[src/hw/rtl/lsmt_div.sv]
`default_nettype none
module lsmt_div #(
	parameter int CB = 12
) (
	input  wire logic             clk,
	input  wire logic             arst_n,
	input  wire logic             start,
	input  wire logic [CB-1:0]    num,
	input  wire logic [CB-1:0]    den,
	output logic                  done,
	output logic      [CB+15:0]   quot
);

	localparam int NQ = CB + 16;
	localparam int CW = $clog2(NQ + 1);

	logic [NQ-1:0] qr_q;
	logic [CB-1:0] rem_q;
	logic [CB-1:0] den_q;
	logic [CW-1:0] cnt_q;
	logic          run_q;
	logic          done_q;
	logic [CB:0]   trial;
	logic          ge;

	// one quotient bit per cycle, restoring
	assign trial = {rem_q, qr_q[NQ-1]};
	assign ge    = trial >= {1'b0, den_q};

	always_ff @(posedge clk or negedge arst_n) begin
		if (!arst_n) begin
			run_q  <= 1'b0;
			done_q <= 1'b0;
			cnt_q  <= '0;
		end else begin
			done_q <= 1'b0;
			if (start) begin
				run_q <= 1'b1;
				cnt_q <= '0;
			end else if (run_q) begin
				cnt_q <= cnt_q + 1'b1;
				if (cnt_q == CW'(NQ - 1)) begin
					run_q  <= 1'b0;
					done_q <= 1'b1;
				end
			end
		end
	end

	always_ff @(posedge clk) begin
		if (start) begin
			qr_q  <= {num, 16'b0};
			rem_q <= '0;
			den_q <= den;
		end else if (run_q) begin
			rem_q <= ge ? CB'(trial - {1'b0, den_q}) : trial[CB-1:0];
			qr_q  <= {qr_q[NQ-2:0], ge};
		end
	end

	assign done = done_q;
	assign quot = qr_q;

endmodule
`default_nettype wire

[config.mk]
export PLATFORM = sky130hd
export DESIGN_NAME = lsmt_div
export DESIGN_NICKNAME = d
export VERILOG_FILES = /design/src/hw/rtl/lsmt_div.sv
export SDC_FILE = /design/constraint.sdc
export NUM_CORES = 1
export LEC_CHECK = 0
export BUFFER_PORTS_ARGS = -buffer_cell sky130_fd_sc_hd__buf_2
export CAP_MARGIN = 20
export CORE_ASPECT_RATIO = 1.25
export CORE_MARGIN = 4
export CORE_UTILIZATION = 30
export CTS_BUF_LIST = sky130_fd_sc_hd__clkbuf_2 sky130_fd_sc_hd__clkbuf_4 sky130_fd_sc_hd__clkbuf_8
export DETAILED_ROUTE_END_ITERATION = 10
export HOLD_SLACK_MARGIN = 0.08
export PLACE_DENSITY_LB_ADDON = 0.08
export REMOVE_ABC_BUFFERS = 1
export SYNTH_ARGS = -nofsm -noshare
export SYNTH_HDL_FRONTEND = slang
export SYNTH_SLANG_ARGS = --single-unit
[constraint.sdc]
create_clock -name clk -period 2 [get_ports clk]
set_input_delay 0.4 -clock clk [delete_from_list [all_inputs] [get_ports clk]]
set_output_delay 0.4 -clock clk [all_outputs]
set_load 0.03 [all_outputs]
==> flow_summary.toml <==
[run_status]
outcome = "complete, but fails checks"
violations = "negative setup slack"

[pwr]
total_leakage_power_nw = 1.89
total_power_w = 0.00455
ir_worst_vdd_mv = 0.374
cellPowerDensity_nw_per_um2 = 1150

[synth]
synthTopCellsByArea = "edfxtp_1 (25%), dfxtp_1 (19%), dfrtp_1 (6.0%), ha_1 (5.6%), mux2i_1 (5.5%)"
synth_seq_cells = 59
synthArstFlopShare_pct = 11.9
syn_area_um2 = 2900
ys_warn_count = 0
synth.most_common_cell = "nor2_1"
synth_top_area_cell = "edfxtp_1"
synth_edf_count = 24
synth_ff_type = "dfxtp_1"
ys_top_cells_by_count = "nor2_1 (37), dfxtp_1 (28), edfxtp_1 (24)"
ys_seq_area_share_pct = 50.2
synth_top_area_share_pct = 24.8
synth_area_per_cell_um2 = 10.6
syn-instance-count = 273
synth.distinct_cells = 53

[detailed_routing]
dr.pass1.iters = 4
drt_iter0_drc = 113
drc = 0
routed_wl_um = 7380
ant_nets = 0
drt-wirelength-per-cell_um = 14.9
via_count = 2369
viasPerCell = 4.77

[global_route]
track_usage_pct = 13.9
grt_pass1_vias = 2451
antenna_found_initial = 0
grt_max_degree = 39
grt_pass1_wl_um = 12100
grt-ovfl-total = 0

[floorplanning]
core_area_um2 = 9320
io_pins = 56
die_x_um = 96
rows = 39
die_h_um = 118
dieArea_um2 = 11300
start_util_pct = 31.2

[timing]
setup_viol = 8
finClkSkew_ps = 6.59
rsz0062_at_grt = "true"
finalCritPeriodShare_pct = 105
min_period_ps = 2090
fin_ws_ps = -90.9
hold_violations = 0
max_freq_ghz = 0.478
slew_viol_final = 0
relSlewSlack_pct = 65.4
worst_pin_slew_ps = 518

[placed_design]
port_buffers = 55
hpwl_um = 5120
gp_congestion = 0.736
post-place-ws_ps = -168

[worst_setup_path]
path_buf_inv = 0
r2r_end = "rem_q[0]"
crit_fanout = 6
slowest_delay_ps = 560
critical-path-slowest-cell = "or4_4"
path_cells = "ha_4, nand2b_4, a21o_1, a211oi_4, or4_4, a21o_1, a311oi_1"
path_delay_family = "simple AND/OR/NAND/NOR gates"
cp.depth = 7
reg2reg_from = "den_q[0]"
reg2reg_slack_ps = -90
path_class = "reg -> reg"
required_ps = 2250
endpoint_kind = "flop"
rr_worst_depth = 7
cp.arrival_ps = 2340
critPathLaunchType = "flop"
cp_common_cell = "a21o_1"

[worst_hold_path]
hold_start = "den[3]"
hold_depth = 1
min_to = "den_q[3]"
hold_class = "in -> reg"

[clock_network]
h-tree-depth = 3
clockRootBuffer = "clkbuf_8"
clkLatencyLatePin_ps = 340
numCtsBuffers = 9
cts_tree = "done"
cts_buffer_depth = 2
clock-sinks = 59
clk_pin_slew_worst_paths_ps = 70

[run]
maxCapViolations = 0

[final_layout]
n_antenna_cell = 0
area_growth_pct = 36.3
layout-drive-gt1-share_pct = 38.2
fin_nets = 410
[cell families (layout without fill, tap and decap cells)]
logic type | Yosys count | count (layout) | share of synthesized area (%)
and+or+nand+nor | 78 | 79 | 13.3
AOI/OAI and AO/OA | 63 | 63 | 16.7
DFF | 59 | 59 | 50.2
buffers and inverters | 31 | 131 | 4.44
muxes | 16 | 16 | 5.51
adders and majority gates | 14 | 14 | 6.29
xor gates and xnor gates | 12 | 12 | 3.62
[how the worst max path moves through the flow]
stage / endpoint / from / slack, ps
finish: rem_q[0] / den_q[0] / -90
CTS: rem_q[0] / den_q[0] / -100
global route: rem_q[0] / den_q[0] / -160
detailed placement: rem_q[6] / den_q[6] / -170
global placement: rem_q[6] / den_q[6] / -170
floorplan: rem_q[1] / den_q[10] / -240
[worst reg2reg max path: stages, from the launching register on]
cell      delay (ps)
edfxtp_1         410
ha_4             290
nand2b_4         100
a21o_1           140
a211oi_4          80
or4_4            570
a21o_1           190
a311oi_1         230
[cell usage in the layout, fill, tap and decap left out, types with 3 or more instances in the layout]
cell type / netlist / routed
a21o_1: 6 / 6
a21oi_1: 6 / 3
a21oi_2: 0 / 3
a22o_1: 9 / 9
a311oi_1: 5 / 5
a41oi_1: 4 / 3
and2_1: 4 / 4
buf_2: 1 / 55
buf_4: 1 / 33
buf_6: 1 / 6
clkbuf_8: 0 / 10
clkinv_2: 0 / 3
dfrtp_1: 7 / 7
dfxtp_1: 28 / 28
edfxtp_1: 24 / 24
ha_1: 13 / 9
ha_4: 0 / 4
inv_1: 18 / 16
inv_2: 1 / 3
mux2i_1: 16 / 16
nand2_1: 13 / 13
nand3_1: 6 / 5
nand4_1: 4 / 4
nor2_1: 37 / 37
o21a_1: 3 / 3
o21ai_0: 9 / 6
o31ai_1: 4 / 3
or4_4: 2 / 3
xnor2_1: 4 / 4
xor2_1: 8 / 8
[through the flow]
step | std cells | util [%] | setup TNS, ps | instance area, µm² | hold WS (ps)
6_report | 497 | 42.5 | -306 | 3960 | 233
3_5_place_dp | 474 | 38.0 | -1620 | 3540 | 246
4_1_cts | 492 | 41.3 | -470 | 3850 | 208
2_1_floorplan | 261 | - | -3920 | 2850 | 104
3_3_place_gp | 473 | 37.9 | -1670 | 3530 | 246
5_1_grt | 497 | 42.5 | -1520 | 3960 | 212
[per-layer routing]
metal,routed length (µm),vias up,GRT usage (%)
li1,-,1190,-
met1,3270,1123,16.9
met2,3640,46,22.2
met3,351,10,4.48
met4,121,0,5.69
met5,0,-,0
[layout make-up]
type / count / area [µm²]
Clock buffer: 11 / 145
Tap cell: 123 / 154
Sequential cell: 59 / 1460
Inverter: 19 / 71.3
Timing Repair Buffer: 96 / 608
Clock inverter: 5 / 52.6
Fill cell: 926 / 5360
Multi-Input combinational cell: 184 / 1470
[report_power, final]
part           leakage [nW]  switching, W  internal (W)
sequential            0.567      0.000106       0.00141
clock                 0.103      0.000473      0.000616
combinational          1.22      0.000990      0.000954
total                  1.89       0.00157       0.00298
[state kept, by name, summed over array words and instances (netlist names)]
name,cells
quot,28
den_q,12
done,1
cnt_q,5
rem_q,12
run_q,1
[timing repair]
item | in CTS | in global routing
cloned | 1 | 0
pin swaps | 8 | 5
hold buffers | 1 | 0
endpoints found under the hold margin | 7 | 0
setup endpoints to repair | 13 | 13
gates resized for setup | 17 | 18
buffers inserted | 0 | 5
(Power assumes the default switching activity.)
