File: config.mk
export PLATFORM = sky130hd
export DESIGN_NAME = lsmt_cordic
export DESIGN_NICKNAME = d
export VERILOG_FILES = /design/src/hw/rtl/lsmt_pkg.sv /design/src/hw/rtl/lsmt_cordic.sv
export SDC_FILE = /design/constraint.sdc
export NUM_CORES = 1
export LEC_CHECK = 0
export BUFFER_PORTS_ARGS = -buffer_cell sky130_fd_sc_hd__clkbuf_2
export CORE_UTILIZATION = 40
export CTS_CLUSTER_DIAMETER = 100
export DETAILED_ROUTE_END_ITERATION = 6
export HOLD_SLACK_MARGIN = 0.02
export PLACE_DENSITY = 0.66
export SLEW_MARGIN = 20
export SYNTH_ARGS = -nofsm -noshare
export SYNTH_HDL_FRONTEND = slang
export SYNTH_SLANG_ARGS = --single-unit
File: constraint.sdc
create_clock -name clk -period 12.7 [get_ports clk]
set_clock_uncertainty 0.05 [all_clocks]
set_input_delay 2.54 -clock clk [delete_from_list [all_inputs] [get_ports clk]]
set_output_delay 2.54 -clock clk [all_outputs]
set_load 0.03 [all_outputs]
File: src/hw/rtl/lsmt_pkg.sv
`default_nettype none
package lsmt_pkg;

	// Fixed field widths
	localparam int SLOPE_W    = 32;
	localparam int ANG_W      = 16;
	localparam int EI_W       = 6;
	localparam int CNT_W      = 7;
	localparam int OUT_X_W    = 12;
	localparam int CFG_IDX_W  = 1;
	localparam int CFG_DATA_W = 16;
	localparam int ALIM_W     = 16;
	localparam int DLIM_W     = 12;
	localparam int RHS_W      = 88;

	// Defaults for the top-level parameters
	localparam int DEF_MAX_LINES  = 64;
	localparam int DEF_COORD_BITS = 12;

	// Angle unit and near-test pipeline
	localparam int CORDIC_STEPS = 16;
	localparam int ATAN_W       = 22;
	localparam int NEAR_LAT     = 5;

	localparam logic signed [SLOPE_W-1:0] S_MAX = 32'sh7FFFFFFF;
	localparam logic signed [SLOPE_W-1:0] S_MIN = 32'sh80000000;

	localparam logic [ALIM_W-1:0] ANGLE_LIMIT_RST = 16'd768;
	localparam logic [DLIM_W-1:0] DIST_LIMIT_RST  = 12'd5;

	typedef enum logic [1:0] {
		OP_ADD   = 2'd0,
		OP_READ  = 2'd1,
		OP_CLEAR = 2'd2,
		OP_NONE  = 2'd3
	} op_t;

	typedef enum logic [CFG_IDX_W-1:0] {
		REG_ANGLE_LIMIT = 1'b0,
		REG_DIST_LIMIT  = 1'b1
	} cfg_reg_t;

	// atan(2^-i) in 1/65536 degree, scale 180/3.14
	function automatic logic [ATAN_W-1:0] atan_lut(input logic [3:0] i);
		logic [ATAN_W-1:0] v;
		unique case (i)
			4'd0:  v = 22'd2950616;
			4'd1:  v = 22'd1741850;
			4'd2:  v = 22'd920346;
			4'd3:  v = 22'd467182;
			4'd4:  v = 22'd234498;
			4'd5:  v = 22'd117363;
			4'd6:  v = 22'd58696;
			4'd7:  v = 22'd29350;
			4'd8:  v = 22'd14675;
			4'd9:  v = 22'd7338;
			4'd10: v = 22'd3669;
			4'd11: v = 22'd1834;
			4'd12: v = 22'd917;
			4'd13: v = 22'd459;
			4'd14: v = 22'd229;
			4'd15: v = 22'd115;
		endcase
		return v;
	endfunction

endpackage
`default_nettype wire

File: src/hw/rtl/lsmt_cordic.sv
`default_nettype none
module lsmt_cordic #(
	parameter int CB = 12
) (
	input  wire logic                               clk,
	input  wire logic                               arst_n,
	input  wire logic                               start,
	input  wire logic signed [CB:0]                 dx,
	input  wire logic signed [CB:0]                 dy,
	output logic signed [lsmt_pkg::ANG_W-1:0]       angle
);

	localparam int VW = CB + 14;
	localparam int ZW = 26;

	logic signed [VW-1:0] x_q, y_q;
	logic signed [ZW-1:0] z_q;
	logic [4:0]           step_q;
	logic                 flat_q;
	logic signed [VW-1:0] dx_e, dy_e, sx, sy;
	logic signed [ZW-1:0] tab, zr;
	logic                 run;

	// arithmetic shift that rounds toward zero
	function automatic logic signed [VW-1:0] shr_tz(input logic signed [VW-1:0] v,
			input logic [3:0] s);
		logic signed [VW-1:0] r;
		if (v[VW-1]) begin
			r = -((-v) >>> s);
		end else begin
			r = v >>> s;
		end
		return r;
	endfunction

	assign run = step_q < 5'(lsmt_pkg::CORDIC_STEPS);

	// fold into the right half plane
	always_comb begin
		dx_e = VW'(dx);
		dy_e = VW'(dy);
		if (dx[CB]) begin
			dx_e = -dx_e;
			dy_e = -dy_e;
		end
	end

	assign sx  = shr_tz(x_q, step_q[3:0]);
	assign sy  = shr_tz(y_q, step_q[3:0]);
	assign tab = $signed({{(ZW-lsmt_pkg::ATAN_W){1'b0}}, lsmt_pkg::atan_lut(step_q[3:0])});

	always_ff @(posedge clk or negedge arst_n) begin
		if (!arst_n) begin
			step_q <= 5'(lsmt_pkg::CORDIC_STEPS);
		end else if (start) begin
			step_q <= '0;
		end else if (run) begin
			step_q <= step_q + 1'b1;
		end
	end

	// rotate toward the x axis, one step per cycle
	always_ff @(posedge clk) begin
		if (start) begin
			x_q    <= dx_e <<< 10;
			y_q    <= dy_e <<< 10;
			z_q    <= '0;
			flat_q <= (dy == '0);
		end else if (run) begin
			if (y_q > 0) begin
				x_q <= x_q + sy;
				y_q <= y_q - sx;
				z_q <= z_q + tab;
			end else begin
				x_q <= x_q - sy;
				y_q <= y_q + sx;
				z_q <= z_q - tab;
			end
		end
	end

	// round half away from zero to Q8.8
	always_comb begin
		if (z_q[ZW-1]) begin
			zr = -((-z_q + ZW'(128)) >>> 8);
		end else begin
			zr = (z_q + ZW'(128)) >>> 8;
		end
	end

	assign angle = flat_q ? '0 : lsmt_pkg::ANG_W'(zr);

endmodule
`default_nettype wire

==> results of run 1 <==
## cell families after synthesis
family / Yosys count / synth area share (%)
and+or+nand+nor: 1052 / 27.76
DFF: 84 / 10.71
buffers and inverters: 281 / 5.772
AOI/OAI and AO/OA: 866 / 31.01
muxes: 120 / 8.264
xor gates and xnor gates: 214 / 9.921
adders and majority gates: 98 / 6.561
## routing by layer
metal	global-route usage [%]	vias to the layer above	share of wire, %	wire [µm]
li1	-	9955	-	-
met1	43.85	10294	44	32980
met2	44.19	1177	41	31120
met3	4.928	157	10	7646
met4	12.21	0	4.3	3240
met5	0	-	0	0
## worst paths after layout
| check | from | endpoint | slack [ns] | depth (start not counted) |
|---|---|---|---|---|
| max in group asynchronous | arst_n | step_q[4]$_DFFE_PN1P_ | 10.46 | 1 |
| setup / recovery | step_q[0]$_DFFE_PN0P_ | x_q[25]$_DFFE_PP_ | 3.62 | 27 |
| hold reg to reg | z_q[24]$_SDFFE_PP0N_ | z_q[24]$_SDFFE_PP0N_ | 0.42 | 2 |
| min in group asynchronous | arst_n | step_q[3]$_DFFE_PN0P_ | 1.92 | 1 |
| hold / removal | z_q[24]$_SDFFE_PP0N_ | z_q[24]$_SDFFE_PP0N_ | 0.42 | 2 |
| setup reg to reg | step_q[0]$_DFFE_PN0P_ | x_q[25]$_DFFE_PP_ | 3.62 | 27 |
## per-stage QoR
| stage | hold slack, ns | area (µm²) | setup slack (ns) | utilization (%) |
|---|---|---|---|---|
| finish | 0.4224 | 19740 | 3.619 | 42.23 |
| global route | 0.4627 | 19740 | 3.025 | 42.22 |
| CTS | 0.4284 | 19740 | 3.830 | 42.22 |
| detailed placement | 0.4083 | 19440 | 3.891 | 41.57 |
| global placement | 0.3940 | 19440 | 3.972 | 41.57 |
| floorplan | 0.3815 | 19030 | 4.314 | - |
## cells in the final DEF (no fill, tap or decap), types with 13 or more instances in the layout
cell	synthesis	final
nor4_1	30	30
a21o_1	31	31
xor2_1	76	76
and3_1	31	31
edfxtp_1	33	33
a211oi_1	41	41
nor2b_1	30	30
o22ai_1	19	19
o31a_1	14	14
clkbuf_2	1	44
mux2i_1	66	66
o41ai_1	13	13
mux2_2	27	27
nand2b_1	43	43
nand2_1	277	277
o211a_1	15	15
mux4_2	27	27
buf_4	2	31
o21bai_1	16	16
and2_1	19	19
a31oi_1	51	51
nand4_1	30	30
or2_2	22	22
nor2_1	279	277
dfxtp_1	46	46
nor3_1	83	83
o31ai_1	46	46
o21ai_0	178	178
a21oi_1	196	196
xnor2_1	137	137
or3_1	37	37
or4_1	24	24
nand3_1	76	76
a32oi_1	16	16
o211ai_1	30	30
o21a_1	18	18
inv_1	67	65
ha_1	95	95
## sequential cells by signal (all words and copies together), names as in the netlist
register,cells
z_q,26
x_q,26
step_q,5
y_q,26
flat_q,1
## power breakdown
group	total (mW)	switching, mW	internal, mW
registers	0.827	0.374	0.452
logic	5.60	3.38	2.22
clock network	0.287	0.147	0.140
total	6.71	3.90	2.82
## area by class of cell
| type | instances | share of cell area [%] |
|---|---|---|
| inverter | 71 | 1.350 |
| sequential | 84 | 10.40 |
| clock buffer | 9 | 1.141 |
| clock inverter | 7 | 0.3993 |
| timing repair buffer | 75 | 2.294 |
| tap | 607 | 3.847 |
| multi-input combinational | 2350 | 80.56 |
| antenna | 1 | 0.01268 |
## worst min-delay path, stage by stage (launching register included)
cell,delay (ns)
dfxtp_1,0.32
nand2_1,0.05
o21ai_0,0.06
==> summary by stage, run 1 <==
Layout
The sequential cells in the finished layout cover a total of 0.002053 mm². The proportion of layout cells with a drive suffix above 1 is 8.898%. The number of nets in the layout is 2,718. The multi-input combinational cells in the finished layout cover a total of roughly 0.016 mm². Compared with the post-synthesis result, the final layout area differs by 3.741%.

The filler cell count is 4,856. The finished layout holds about 3,200 standard cells, fillers aside.

Min path
The tightest min-delay check is of the reg -> reg type.

Clock tree
Counting the buffers created by CTS gives 9. The later pin in the worst-skew pair is clocked with a latency of 0.39 ns. The number of buffers added for setup after CTS is 0.

For this design, the sink count on the clock tree is 84. The CTS tree is done. In this run the clock root is driven by a clkbuf_16.

The maximum level of the CTS H-tree is 3. The post-cts repair resize count is 0. Clock-pin slew was measured on the worst setup and hold paths at 0.08 ns. The number of buffers on the longest clock path is 2. For this design, the CTS-stage hold fixing added 0 buffers.

Pwr
The post-layout total power is 6.714 mW. VDD sags by at most 171.3 µV. The leakage power is roughly 7.2 nW. In this run the power density over the cells is around 340 mW/mm².

Detailed routing
The post-detailed-route wirelength per cell is around 23 µm. The number of vias after detailed routing is between 20,000 and 25,000. For this run, the detailed router's first-pass iteration total came to 6. Using the TritonRoute via totals, the vias-per-cell ratio works out to 6.736. The total wirelength of the detailed-routed design is between 70 and 80 mm.

The violation count after the first detailed-route iteration is approximately 3,200. In this run the remaining antenna-violating nets after routing total 0. The final routed DRC violation total is 0.

STA
The number of endpoints failing setup at the final stage is 0. The final max-slew violation count is 0. Subtracting the final worst setup slack from the clock period gives 9.081 ns. Setup repair after global routing left no endpoint under its margin. The post-route fraction of the period consumed by the critical path is 71.50%. In this run the tightest slew margin relative to its limit is roughly 22%. The final setup TNS is 0 ns. The worst-margin pin slew is approximately 1.2 ns.

For this run, the top clock speed supported by timing is about 110 MHz. The final count of hold timing violations is 0.

Synthesis
In this run, distinct cell masters in the synthesized netlist total roughly 110. Dividing the synthesized area by the synthesized cell count gives around 7 µm². The number of nets in the synthesized netlist is ~2,800. In this run, synthesis inferred 33 flip-flops with an integrated enable. The most used flip-flop cell after synthesis is dfxtp_1.

During synthesis, Yosys emitted a total of 0 warnings. By area the synthesized netlist is led by xnor2_1, ha_1, nor2_1, nand2_1, edfxtp_1. The area fraction of the dominant cell type after synthesis is under 10%.

Sorting the synthesized cells by how often they occur yields nor2_1, nand2_1, a21oi_1, o21ai_0, clkbuf_1. The sequential fraction of the synthesis area is 10.71%. The synthesis-stage register bit count is 84. In the synthesized netlist the async set-or-reset flop fraction comes to 5.952%.

The library cell occupying the most area in the post-synthesis netlist is xnor2_1. The synthesized netlist occupies a cell area of around 0.019 mm². In the synthesized netlist, the number of instances is between 2,000 and 3,000. Among all cell types in the netlist, the one instantiated most often is nor2_1.

Setup path
On the critical path, the stage with the largest delay is an instance of dfrtp_4. Data on the critical path is required at its endpoint by approximately 13 ns. Together, buffers and inverters on the worst path number 1.

The path type of the worst setup path is reg -> reg. The largest stage delay on the critical path is 1.14 ns. The most numerous cell on the critical path is o21ai_0. The data arrival time of the critical path is between 9 and 10 ns. The kind of cell adding the most delay to the critical path is compound AO/OA/AOI/OAI gates. The sort of element at the start of the critical path is a register.

The worst setup path is captured at a register. The biggest fanout along the worst timing path is 106.

Global routing
Entering global routing, the biggest net connects 107 pins. The global-route congestion overflow total is 0. The first global-routing pass estimated between 100 and 150 mm of wire. The via count of the first global-routing pass is about 19,000. The initial antenna violation count is 0. In the global route stage, overall resource usage came out at a little under a third.

Floorplanning
The placeable core region is roughly 0.047 mm². The die covers roughly 0.048 mm². Once the floorplan was initialized, standard cells occupied just over 40% of the core. The y dimension of the die is ~220 µm.

45 I/O pins were placed. The die width is approximately 220 µm. The floorplan has between 70 and 80 rows.

Place
The number of placed instances, taps included, is between 3,000 and 4,000. Routability-driven placement finished with a final weighted congestion of ~1. The number of port buffers is between 40 and 50. The detailed placer's ending HPWL is 56.69 mm.

Outcome
The run finished with clean final reports.

Job
The total of max-cap violations is 0.
Note: power is estimated with default switching activity, not from simulation.
==> run 2: changes to the inputs <==
--- a/config.mk
+++ b/config.mk
@@ -10,7 +10,7 @@
 export CTS_CLUSTER_DIAMETER = 100
 export DETAILED_ROUTE_END_ITERATION = 6
 export HOLD_SLACK_MARGIN = 0.02
-export PLACE_DENSITY = 0.66
+export PLACE_DENSITY = 0.68
 export SLEW_MARGIN = 20
 export SYNTH_ARGS = -nofsm -noshare
 export SYNTH_HDL_FRONTEND = slang
==> constraint.sdc (replaced) <==
create_clock -name clk -period 7.4 [get_ports clk]
set_clock_uncertainty 0.05 [all_clocks]
set_input_delay 1.48 -clock clk [delete_from_list [all_inputs] [get_ports clk]]
set_output_delay 1.48 -clock clk [all_outputs]
set_load 0.03 [all_outputs]
==> run 2 against run 1 <==
The run now ends with design-rule violations left. Clock power grew 75%. Register-to-register slack lost 3.6 ns. Design area grew 16%. Critical endpoint is now y_q[24]$_DFFE_PP_. First-iteration DRC count grew 3.5%. Worst setup slack lost 3.6 ns. Hold slack gained 0.0033 ns.
==> summary by stage, run 2 (same netlist as run 1, synthesis figures left out) <==
Detailed routing
The number of nets with antenna violations after detailed routing is 0 (unchanged). The number of iterations in the first detailed-routing pass is 7 (was 6). The violation count after the first detailed-route iteration is 3,311 (was 3,200). The total wirelength of the detailed-routed design came to 83.22 mm (was 74.99 mm). The ratio of routed vias to standard cells came to 6.544 (was 6.736).

The final routed DRC violation total is 8 (was 0). The number of vias after detailed routing is 23,191 (was 21,583). The post-detailed-route wirelength per cell is 23.48 µm (was 23.41 µm).

Clock tree
The clock sink total came to 84 (unchanged). The CTS root buffer is clkbuf_16 (unchanged). The maximum level of the CTS H-tree is 3 (unchanged).

The CTS tree is done (unchanged). The clock transition at the register clock pins on the worst setup and hold paths after CTS is 0.09 ns (was 0.08 ns). The number of buffers on the longest clock path is 2 (unchanged). The insertion delay to the later sink of the worst-skew pair is 0.41 ns (was 0.39 ns).

The number of buffers created by CTS was 9 (unchanged).

Outcome
The final reports fail on design-rule violations. Run status: finished, violations left (was completed).

Setup path
The critical path endpoint category is a register (unchanged). The startpoint of the most critical setup path is x_q[12]$_DFFE_PP_ (was step_q[0]$_DFFE_PN0P_). The sort of element at the start of the critical path is a register (unchanged). The worst endpoint required time was 7.49 ns (was 12.89 ns). The start of the worst register-to-register path is x_q[12]$_DFFE_PP_ (was step_q[0]$_DFFE_PN0P_). The critical register-to-register path endpoint is y_q[24]$_DFFE_PP_ (was x_q[25]$_DFFE_PP_).

The kind of cell adding the most delay to the critical path was simple AND/OR/NAND/NOR gates (was compound AO/OA/AOI/OAI gates). The flop-to-flop setup slack was 0.06 ns (was 3.62 ns). The last element of the critical path is y_q[24]$_DFFE_PP_ (was x_q[25]$_DFFE_PP_). The worst path buffer plus inverter count is 4 (was 1). The largest stage delay on the critical path came to 0.62 ns (was 1.14 ns). The slowest stage cell on the critical path was or4_4 (was dfrtp_4). The path length in cells of the critical path was 25 (was 27). The biggest fanout along the worst timing path is 8 (was 106). The path type of the worst setup path was reg -> reg (unchanged).

The data arrival time of the critical path is 7.43 ns (was 9.27 ns). The depth of the worst register-to-register path is 25 (was 27).

Place
The routability congestion estimate came to 0.9916 (was 1.010). The detailed placer's ending HPWL was 64.36 mm (was 56.69 mm). The number of port buffers is 44 (unchanged).

Layout
The growth of design area from synthesis to finish is 20.61% (was 3.741%). Largest registers in the final layout: x_q x26, y_q x26, z_q x26 (unchanged). The number of diodes added for antenna fixing is 0 (was 1). The proportion of layout cells with a drive suffix above 1 came to 22.34% (was 8.898%).

Leaving out fill and tap cells, the most frequent cell in the layout is buf_4. The final cell utilization of the core is 49.09% (was 42.23%). Leading cell types in the layout, fill and taps excluded: buf_4, nand2_1, nor2_1, a21oi_1, o21ai_0 (was nand2_1, nor2_1, a21oi_1, o21ai_0, xnor2_1).

The filler cell count is 4,637 (was 4,856). The number of nets in the layout was 3,059 (was 2,718).

Pwr
The ratio of total power to cell area is 600.4 mW/mm² (was 340.1 mW/mm²). The leakage power came to 9.035 nW (was 7.220 nW). The largest vdd supply drop is 293.1 µV (was 171.3 µV).

STA
The final max-slew violation count is 0 (unchanged). The fmax is 136.2 MHz (was 110.1 MHz). The number of endpoints failing setup at the final stage is 0 (unchanged). The final worst hold slack came to 0.4257 ns (was 0.4224 ns).

The final count of hold timing violations is 0 (unchanged). The clock period minus worst slack is 7.340 ns (was 9.081 ns). The worst relative slew slack came to 37.54% (was 22.32%). The post-route fraction of the period consumed by the critical path was 99.19% (was 71.50%). The worst-margin pin slew is 0.9356 ns (was 1.151 ns).

The final setup TNS is 0 ns (unchanged).

Min path
The worst min-delay path category is reg -> reg (unchanged). The number of instances on the worst hold path is 2 (unchanged).

Floorplanning
The starting density of the core is 40.70% (unchanged). The die width is 220.1 µm (unchanged). The area of the die was 0.04845 mm² (unchanged). The placeable core region is 0.04675 mm² (unchanged).

The number of standard-cell rows in the floorplan came to 79 (unchanged). The number of top-level design ports is 45 (unchanged). The y dimension of the die is 220.1 µm (unchanged).

Global routing
The global-route congestion overflow total came to 0 (unchanged). The total routing usage reported by global routing is 33.34% (was 30.32%). The maximum number of pins on one net before global-route repair is 110 (was 107). The global-route wire length before repair is 124.1 mm (was 114.4 mm). The initial antenna violation count is 1 (was 0). The via count of the first global-routing pass is 20,607 (was 19,087).

Job
The total of max-cap violations is 0 (unchanged).
run 2: changes by cell type in the layout (fill, tap and decap cells not counted), sizes merged:
cell    previous run  this run
buf               31       372
clkinv             6         7
diode              1         0
inv               72        71
run 2: worst min-delay path, stage by stage (launching register included):
cell and delay [ns]:
dfxtp_1 0.32, nand2_1 0.05, o21ai_0 0.06
run 2: how the worst min path moves through the flow:
stage,endpoint,from
4_1_cts,z_q[24]$_SDFFE_PP0N_,z_q[24]$_SDFFE_PP0N_
2_1_floorplan,z_q[24]$_SDFFE_PP0N_,z_q[24]$_SDFFE_PP0N_
6_report,z_q[24]$_SDFFE_PP0N_,z_q[24]$_SDFFE_PP0N_
5_1_grt,z_q[24]$_SDFFE_PP0N_,z_q[24]$_SDFFE_PP0N_
3_5_place_dp,z_q[24]$_SDFFE_PP0N_,z_q[24]$_SDFFE_PP0N_
3_3_place_gp,z_q[24]$_SDFFE_PP0N_,z_q[24]$_SDFFE_PP0N_
run 2: final cells by class:
cell class	instances	area [µm²]	share of cell area [%]
multi-input cells	2350	16470	71.75
repair buffers	416	3095	13.49
flip-flops and latches	84	2056	8.956
well taps	607	759.5	3.309
inverters	71	266.5	1.161
clock buffers	9	225.2	0.9812
clock inverters	7	81.33	0.3543
run 2: per-layer routing:
layer  vias up  global-route usage, %  share of wire (%)
li1      10655                      -                  -
met1     11012                  48.18                 43
met4         0                  10.21                3.5
met2      1354                  49.68                 42
met5         -                      0                  0
met3       170                  5.977                 11
run 2: power breakdown:
part           switching [mW]  internal, mW  leakage, nW  total, mW
Combinational            6.89          5.32         8.08       12.2
Clock                   0.263         0.240        0.149      0.503
Sequential              0.289         0.776        0.801       1.06
run 2: stage by stage:
stage | instances | setup slack, ns | area (µm²) | total power, mW
after global routing | 3544 | -0.07431 | 22950 | 14.77
after CTS | 3527 | 0.01214 | 22300 | 12.93
final | 3544 | 0.06006 | 22950 | 13.78
after global placement | 3509 | -0.03546 | 21930 | 12.10
after floorplan | 2715 | 0.06748 | 19050 | 8.419
after detailed placement | 3509 | -0.1491 | 21930 | 12.29
run 2: timing repair:
action	4_1_cts	5_1_grt
pin swaps	6	51
buffers inserted	2	17
setup endpoints to repair	3	11
hold buffers	0	0
resized for setup	15	108
gates cloned	0	0
